===== config.mk =====
export PLATFORM = sky130hd
export DESIGN_NAME = button_short_long_press_detector
export DESIGN_NICKNAME = d
export VERILOG_FILES = /design/src/hdl/bslp_pkg.sv /design/src/hdl/bslp_cfg.sv /design/src/hdl/bslp_core.sv /design/src/hdl/button_short_long_press_detector.sv
export SDC_FILE = /design/constraint.sdc
export NUM_CORES = 1
export LEC_CHECK = 0
export BUFFER_PORTS_ARGS = -buffer_cell sky130_fd_sc_hd__buf_4
export CAP_MARGIN = 20
export CELL_PAD_IN_SITES_DETAIL_PLACEMENT = 0
export CELL_PAD_IN_SITES_GLOBAL_PLACEMENT = 1
export CORE_MARGIN = 2
export CORE_UTILIZATION = 50
export CTS_BUF_LIST = sky130_fd_sc_hd__clkbuf_8
export DETAILED_ROUTE_END_ITERATION = 16
export PLACE_DENSITY_LB_ADDON = 0.15
export SLEW_MARGIN = 30
export SYNTH_ARGS = -nofsm -noshare
export SYNTH_HDL_FRONTEND = slang
export SYNTH_HIERARCHICAL = 1
export SYNTH_SLANG_ARGS = --single-unit

===== constraint.sdc =====
create_clock -name clk -period 3 [get_ports clk]
set_input_delay 0.3 -clock clk [delete_from_list [all_inputs] [get_ports clk]]
set_output_delay 0.3 -clock clk [all_outputs]
set_load 0.01 [all_outputs]

===== src/hdl/bslp_pkg.sv =====
package bslp_pkg;

	localparam int CntW     = 8;
	localparam int BtnW     = 4;
	localparam int FlagW    = 2 * BtnW;
	localparam int CfgIdxW  = 1;
	localparam int CfgDataW = 8;

	// request codes
	localparam logic REQ_TICK = 1'b0;
	localparam logic REQ_READ = 1'b1;

	// register indexes
	localparam logic [CfgIdxW-1:0] REG_DEBOUNCE = 1'b0;
	localparam logic [CfgIdxW-1:0] REG_LONG     = 1'b1;

	// reset values of the registers
	localparam logic [CntW-1:0] DEBOUNCE_RST = 8'd3;
	localparam logic [CntW-1:0] LONG_RST     = 8'd100;

	typedef struct packed {
		logic [CntW-1:0] debounce_ticks;
		logic [CntW-1:0] long_press_ticks;
	} bslp_cfg_t;

	// priority pick: right, left, down, up; lines are active low
	function automatic logic [BtnW-1:0] pick_button(input logic [BtnW-1:0] pins);
		logic [BtnW-1:0] low;
		logic [BtnW-1:0] btn;
		low = ~pins;
		btn = '0;
		if (low[3]) begin
			btn = 4'b1000;
		end else if (low[2]) begin
			btn = 4'b0100;
		end else if (low[1]) begin
			btn = 4'b0010;
		end else if (low[0]) begin
			btn = 4'b0001;
		end
		return btn;
	endfunction

endpackage


===== src/hdl/bslp_cfg.sv =====
module bslp_cfg
	import bslp_pkg::*;
(
	input  logic                clk,
	input  logic                arst_n,
	input  logic                cfg_we,
	input  logic [CfgIdxW-1:0]  cfg_index,
	input  logic [CfgDataW-1:0] cfg_wdata,
	output bslp_cfg_t           cfg
);

	logic [CntW-1:0] debounce_q;
	logic [CntW-1:0] long_q;

	// register writes
	always_ff @(posedge clk or negedge arst_n) begin
		if (!arst_n) begin
			debounce_q <= DEBOUNCE_RST;
			long_q     <= LONG_RST;
		end else if (cfg_we) begin
			case (cfg_index)
				REG_DEBOUNCE: debounce_q <= cfg_wdata[CntW-1:0];
				REG_LONG:     long_q     <= cfg_wdata[CntW-1:0];
				default: ;
			endcase
		end
	end

	assign cfg.debounce_ticks   = debounce_q;
	assign cfg.long_press_ticks = long_q;

endmodule


===== src/hdl/bslp_core.sv =====
module bslp_core
	import bslp_pkg::*;
(
	input  logic             clk,
	input  logic             arst_n,
	input  bslp_cfg_t        cfg,
	input  logic             en,
	input  logic             req_type,
	input  logic [BtnW-1:0]  pins,
	output logic [FlagW-1:0] result
);

	logic [CntW-1:0]  lock_q;
	logic [CntW-1:0]  hold_q;
	logic             latched_q;
	logic [BtnW-1:0]  last_q;
	logic [FlagW-1:0] flags_q;

	logic [CntW-1:0]  lock_d;
	logic [CntW-1:0]  hold_d;
	logic             latched_d;
	logic [BtnW-1:0]  last_d;
	logic [FlagW-1:0] flags_d;
	logic [BtnW-1:0]  btn;
	logic [CntW-1:0]  hold_inc;

	assign btn      = pick_button(pins);
	assign hold_inc = hold_q + 1'b1;

	// next state for one item
	always_comb begin
		lock_d    = lock_q;
		hold_d    = hold_q;
		latched_d = latched_q;
		last_d    = last_q;
		flags_d   = flags_q;
		result    = flags_q;
		if (req_type == REQ_READ) begin
			flags_d = '0;
		end else begin
			if (btn != '0) begin
				if (lock_q < cfg.debounce_ticks) begin
					lock_d = lock_q + 1'b1;
				end else begin
					last_d    = btn;
					latched_d = 1'b1;
					if (hold_q < cfg.long_press_ticks) begin
						hold_d = hold_inc;
						// long flag once the hold reaches the limit
						if (hold_inc >= cfg.long_press_ticks) begin
							flags_d = flags_q | {btn, {BtnW{1'b0}}};
						end
					end
				end
			end else begin
				if (lock_q != '0) begin
					lock_d = lock_q - 1'b1;
				end else if (latched_q) begin
					latched_d = 1'b0;
					hold_d    = '0;
					// short flag when released before the long limit
					if (hold_q < cfg.long_press_ticks) begin
						flags_d = flags_q | {{BtnW{1'b0}}, last_q};
					end
				end
			end
			result = flags_d;
		end
	end

	// state registers
	always_ff @(posedge clk or negedge arst_n) begin
		if (!arst_n) begin
			lock_q    <= '0;
			hold_q    <= '0;
			latched_q <= 1'b0;
			last_q    <= '0;
			flags_q   <= '0;
		end else if (en) begin
			lock_q    <= lock_d;
			hold_q    <= hold_d;
			latched_q <= latched_d;
			last_q    <= last_d;
			flags_q   <= flags_d;
		end
	end

endmodule


===== src/hdl/button_short_long_press_detector.sv =====
// channel  | handshake            | payload
// input    | in_valid, in_stall   | req_type, pin_levels
// output   | out_valid, out_stall | press_flags
// config   | cfg_we               | cfg_index, cfg_wdata
//
// one item per cycle sustained while the output is not stalled; a taken item
// passes the input register, then the state update and the result register,
// before its result shows on the output
// asynchronous reset clears state, flags and valids; registers go to 3 and 100
// an output stall holds the result register and backs up into the input
// register; in_stall rises only while both are full

module button_short_long_press_detector
	import bslp_pkg::*;
(
	input  logic                clk,
	input  logic                arst_n,
	input  logic                in_valid,
	output logic                in_stall,
	input  logic                req_type,
	input  logic [BtnW-1:0]     pin_levels,
	output logic                out_valid,
	input  logic                out_stall,
	output logic [FlagW-1:0]    press_flags,
	input  logic                cfg_we,
	input  logic [CfgIdxW-1:0]  cfg_index,
	input  logic [CfgDataW-1:0] cfg_wdata
);

	bslp_cfg_t        cfg;
	logic             valid_s1;
	logic             req_s1;
	logic [BtnW-1:0]  pins_s1;
	logic             valid_s2;
	logic [FlagW-1:0] flags_s2;
	logic [FlagW-1:0] result;
	logic             adv;
	logic             take;

	// stage 1 moves on when the result register is free or being emptied
	assign adv      = valid_s1 && (!valid_s2 || !out_stall);
	assign in_stall = valid_s1 && !adv;
	assign take     = in_valid && !in_stall;

	bslp_cfg u_cfg (
		.clk       (clk),
		.arst_n    (arst_n),
		.cfg_we    (cfg_we),
		.cfg_index (cfg_index),
		.cfg_wdata (cfg_wdata),
		.cfg       (cfg)
	);

	bslp_core u_core (
		.clk      (clk),
		.arst_n   (arst_n),
		.cfg      (cfg),
		.en       (adv),
		.req_type (req_s1),
		.pins     (pins_s1),
		.result   (result)
	);

	// input register
	always_ff @(posedge clk or negedge arst_n) begin
		if (!arst_n) begin
			valid_s1 <= 1'b0;
		end else if (take || adv) begin
			valid_s1 <= take;
		end
	end

	always_ff @(posedge clk) begin
		if (take) begin
			req_s1  <= req_type;
			pins_s1 <= pin_levels;
		end
	end

	// result register
	always_ff @(posedge clk or negedge arst_n) begin
		if (!arst_n) begin
			valid_s2 <= 1'b0;
		end else if (adv || !out_stall) begin
			valid_s2 <= adv;
		end
	end

	always_ff @(posedge clk) begin
		if (adv) begin
			flags_s2 <= result;
		end
	end

	assign out_valid   = valid_s2;
	assign press_flags = flags_s2;

endmodule


* Yosys cells after proc, flatten, opt, wreduce, memory -nomap -nowiden
Cells that the tools add are included.
** Storage, ports and cells
- Flip-flop bits (word level) :: 60
- Word-level logic and storage cells :: 72
** Cells by class
- Reductions and logical operators :: 20
- Order comparisons :: 3
- Bitwise operators :: 6
- Multiplexer cells :: 24
- Eq/ne operators :: 4
- $add $sub $neg :: 3
** Operators by type and width (count)
- two-way mux 8 bit :: 17
- adder 8 x 1 -> 8 bit (second input constant) :: 2
- < comparator 8 bit :: 2
- two-way mux 4 bit :: 3
- AND reduction 4 bit :: 3
- greater-or-equal comparator 8 bit :: 1
- bitwise OR 8 x 4 -> 8 bit :: 1
- bitwise OR 8 bit :: 1
- nonzero test 8 bit :: 1
- subtractor 8 x 1 -> 8 bit (second input constant) :: 1
- != test 2 bit (second input constant) :: 3
- AND reduction 6 bit :: 1
- logical NOT 1 bit :: 4
- two-way mux 1 bit :: 4
- NOT 4 bit :: 1
- AND reduction 2 bit :: 2
- nonzero test 2 bit :: 2
- nonzero test 4 bit :: 1
- logical AND 1 bit :: 3
- logical OR 1 bit :: 3
- NOT 1 bit :: 3
- != test 2 x 1 -> 1 bit (second input constant) :: 1

* Depth between registers and ports, before layout
- Depth after elaboration :: 11
- Depth in mapped cells :: 10
- Depth with buffers taken out :: 10

* Hierarchy
The synthesis kept the hierarchy.
** By module, submodules not included
- bslp_core :: sequential area each 725.7 um^2, cells each 235, times used 1, area each 2215.9 um^2
- bslp_cfg :: sequential area each 406.6 um^2, cells each 35, times used 1, area each 648.1 um^2
- button_short_long_press_detector :: sequential area each 440.4 um^2, cells each 21, times used 1, area each 483.0 um^2

* Worst setup path after synthesis
OpenSTA, ideal clock, no wires.
- Path type :: reg-to-reg
- Start :: register valid_s2 (netlist: out_valid)
- End :: register u_core.hold_q[3]
- Cell stages (with the launch flop) :: 7
- Slack :: 0.312 ns
- Path buffers :: 0
- Required time :: 2.876 ns
- Arrival :: 2.564 ns
- Setup time :: 0.124 ns
- Cells stage by stage :: dfrtp_1 -> a21boi_0 -> nand2b_1 -> nor3_1 -> nand3b_2 -> and2_4 -> a211o_1
** Between the ends
- Cells in the longest elaborated chain, start to end :: 4
** Ends and longest elaborated chain
- from (decl) :: line button_short_long_press_detector.sv:34 : logic valid_s2;
- from (signal assigned) :: line button_short_long_press_detector.sv:85 : valid_s2 <= adv;
- logical NOT 1 bit :: line button_short_long_press_detector.sv:41 : assign adv = valid_s1 && (!valid_s2 || !out_stall);
- logical OR 1 bit :: line button_short_long_press_detector.sv:41
- logical AND 1 bit :: line button_short_long_press_detector.sv:41
- named net adv :: line button_short_long_press_detector.sv:37 : logic adv;
- AND reduction 6 bit (no line)
- to (signal assigned) :: line bslp_core.sv:81 : hold_q <= hold_d;
- to (decl) :: line bslp_core.sv:14 : logic [CntW-1:0] hold_q;
The timed path passes the listed nets, and every way through them passes these cells.
A chain may end at the register's enable or synchronous reset.

* Worst setup path in the final report
- Start :: register u_core.hold_q[2]
- End :: register flags_s2[6] (netlist: press_flags[6]) (data pin)
** Between the ends
- Cells in the longest elaborated chain, start to end :: 7
- Elaborated cells on any way between the ends :: 11
** Ends and longest elaborated chain
- adder 8 x 1 -> 8 bit :: line bslp_core.sv:28 : assign hold_inc = hold_q + 1'b1;
- greater-or-equal comparator 8 bit :: line bslp_core.sv:50 : if (hold_inc >= cfg.long_press_ticks) begin
- two-way mux 8 bit :: line bslp_core.sv:50
- two-way mux 8 bit :: line bslp_core.sv:47 : if (hold_q < cfg.long_press_ticks) begin
- two-way mux 8 bit :: line bslp_core.sv:42 : if (lock_q < cfg.debounce_ticks) begin
- two-way mux 8 bit * :: line bslp_core.sv:41 : if (btn != '0) begin
- two-way mux 8 bit * :: line bslp_core.sv:38 : if (req_type == REQ_READ) begin
- named net result[6] :: line button_short_long_press_detector.sv:36 : logic [FlagW-1:0] result;
- to (signal assigned) :: line button_short_long_press_detector.sv:91 : flags_s2 <= result;
- to (decl) :: line button_short_long_press_detector.sv:35 : logic [FlagW-1:0] flags_s2;
Mark *: on every way through the listed nets, which the timed path passes. The rest lies on a longest branch.

==> results.json <==
{
  "yosys.area_share.adder": 0.118,
  "clock.fmax_mhz": 357,
  "nets": 382,
  "hold_violations": 0,
  "drc": 0,
  "powerDensity_mw_per_mm2": 680,
  "fp.coreArea_mm2": 0.00642,
  "netlist_instances": 291,
  "ir_drop_v": 0.000357,
  "grt_usage": 0.191,
  "drtIter0Drc": 118,
  "synthTopCellsByArea": "dfrtp_1 31%, edfxtp_1 12%, ha_1 11%, mux2_2 4.7%, dfstp_2 3.9%",
  "die_w_um": 85.8,
  "cts_tree": "done",
  "hpwlAfterDp_mm": 4.64,
  "gp_congestion": 0.864,
  "post-synth-top-area-cell": "dfrtp_1",
  "synth_edf_count": 13,
  "dr_total_vias": 2256,
  "gr-usage-met3": 0.0356,
  "cp-start-kind": "flip-flop",
  "maxSlewViolCount": 0,
  "slew_headroom": 0.588,
  "routed_via_density": 5.45,
  "hold_path_class": "in2reg",
  "critPathKind": "reg2reg",
  "antennaDiodeCount": 0,
  "finalSetupTns_ns": 0,
  "dpl-instance-area_mm2": 0.00366,
  "grt_pass1_vias": 2279,
  "area_growth_pct": 15.1,
  "period_needed_ns": 2.80,
  "cts_resized": 0,
  "setup_viol": 0,
  "wl_per_cell_um": 15.5,
  "leakagePower_nw": 1.83,
  "power_w": 0.00262,
  "synth-xor-area-share": 0.0314,
  "synth_seq_cells": 60,
  "grt_pass1_wl_mm": 10.9,
  "layout_commonest_cell": "dfrtp_1",
  "cts_buffers": 9,
  "final_cell_mix": "42 x dfrtp_1, 31 x buf_4, 30 x ha_1",
  "die_h_um": 85.8,
  "endpoint_kind": "flip-flop",
  "grtUsageMet1": 0.274,
  "grt_max_degree": 48,
  "start_util": 0.521,
  "post_cts_buffers": 0,
  "rsz0062_at_grt": "false",
  "routed_wl_mm": 6.42,
  "async_flop_share": 0.783,
  "fillers": 549,
  "cts_max_path_buffers": 2,
  "die-area_mm2": 0.00736,
  "root_buffer": "clkbuf_8",
  "path_clk_slew_ns": 0.07,
  "syn_nets": 341,
  "path_max_fanout": 6,
  "synth.cell_area_mm2": 0.00335,
  "arrival_ns": 2.96,
  "synth_cell_types": 55,
  "insertion_delay_ns": 0.33,
  "yosysSeqAreaShare": 0.470,
  "first_pass_iters": 6,
  "fin_worst_skew_ns": 0.00830,
  "port-buffer-count": 28,
  "status": "finished, final reports clean",
  "worst_pin_slew_ns": 0.618,
  "yosys-mux-area-fraction": 0.0950,
  "yosys.area_share.simple": 0.130,
  "post-route-period-util": 0.933,
  "h-tree-depth": 3,
  "synth_top_family_by_area": "simple AND/OR/NAND/NOR gates",
  "overflow": 0,
  "synth.avg_cell_area_um2": 11.5,
  "synth_top_flop_cell": "dfrtp_1",
  "use_met2": 0.289,
  "grt-busiest-layer": "met2",
  "maxCapViolCount": 0,
  "final_util": 0.600,
  "ys_warn_count": 6,
  "io_pins": 29,
  "rows": 29,
  "antenna_found_initial": 0,
  "cp.required_ns": 3.16,
  "yosys.area.top_type_share": 0.314,
  "ant_nets": 0,
  "synth_compound_area_frac": 0.124,
  "cts.sinks": 60,
  "final_area_mm2": 0.00385,
  "drive_above_1_share": 0.267
}
## report_power, final
group | switching (W) | internal (W) | leakage (nW)
Combinational | 0.000382 | 0.000389 | 1.03
Sequential | 0.000166 | 0.000996 | 0.703
Clock | 0.000315 | 0.000372 | 0.0953
Total | 0.000863 | 0.00176 | 1.83
## metal layers
layer  wire length (um)  vias up
met5                  0        -
met4                 56        0
met3                199        4
met2               2890       44
met1               3280     1078
li1                   -     1130
## sequential cells by signal, indices dropped and copies added, names as in the netlist
name / flops
u_core/flags_q: 8
valid_s1: 1
press_flags: 8
u_cfg/debounce_q: 8
out_valid: 1
req_s1: 1
u_cfg/long_q: 8
pins_s1: 4
u_core/last_q: 4
u_core/hold_q: 8
u_core/lock_q: 8
u_core/latched_q: 1
## logic make-up (layout without fill, tap and decap cells)
logic type	count (synthesis)	count (layout)
AND/OR/NAND/NOR	73	73
XOR/XNOR	12	12
AO/OA/AOI/OAI	64	64
flip-flops	60	60
adder cells (fa/ha/maj)	31	31
buffers and inverters	25	71
multiplexers	26	26
## worst paths after layout
check	depth (start not counted)	slack, ns	to	from
max	10	0.20	press_flags[6]	u_core/hold_q[2]
min	1	0.15	pins_s1[2]	pin_levels[2]
max reg2reg	10	0.20	press_flags[6]	u_core/hold_q[2]
min reg2reg	2	0.48	u_core/flags_q[7]	u_core/flags_q[7]
max in group asynchronous	2	2.04	u_core/lock_q[6]	arst_n
min in group asynchronous	2	0.52	u_core/hold_q[0]	arst_n
## cell usage after synthesis, types with 3 or more instances
master,instances
a21o_1,8
a21oi_1,19
dfrtp_1,42
dfstp_2,5
edfxtp_1,13
ha_1,30
inv_1,23
mux2_2,14
mux2_4,8
mux2i_1,4
nand2_1,18
nand2b_1,5
nand3_1,9
nor2_1,11
o21ai_0,14
o21bai_1,5
o22a_2,3
or3_1,4
xnor2_1,8
xor2_1,4
## cell type report
type / count / area [um2] / share of cell area
Clock buffer: 9 / 124 / 0.0322
Inverter: 23 / 86.3 / 0.0224
Sequential cell: 60 / 1570 / 0.408
Clock inverter: 7 / 58.8 / 0.0153
Multi-Input combinational cell: 206 / 1670 / 0.434
Timing Repair Buffer: 32 / 243 / 0.0630
Tap cell: 77 / 96.3 / 0.0250
## worst max-delay path, stage by stage (launching register included)
cell	delay, ns
dfrtp_1	0.44
nand3_1	0.23
nor2_1	0.25
nand3_1	0.12
xnor2_1	0.17
ha_1	0.31
nand4_1	0.09
a211oi_1	0.25
a211oi_1	0.10
or3_1	0.46
o21bai_1	0.20
## metrics by stage
| step | std cells | setup WS [ns] | hold slack [ns] |
|---|---|---|---|
| floorplan | 291 | 0.312 | 0.00441 |
| global placement | 397 | 0.466 | 0.352 |
| CTS | 414 | 0.291 | 0.132 |
| global route | 414 | 0.105 | 0.129 |
| detailed placement | 397 | 0.334 | 0.355 |
| finish | 414 | 0.200 | 0.148 |
## timing repair
item,CTS,global route
setup endpoints to repair,0,0
endpoints found under the hold margin,6,0
hold buffers,1,0
Note: power is estimated with default switching activity, not from simulation.
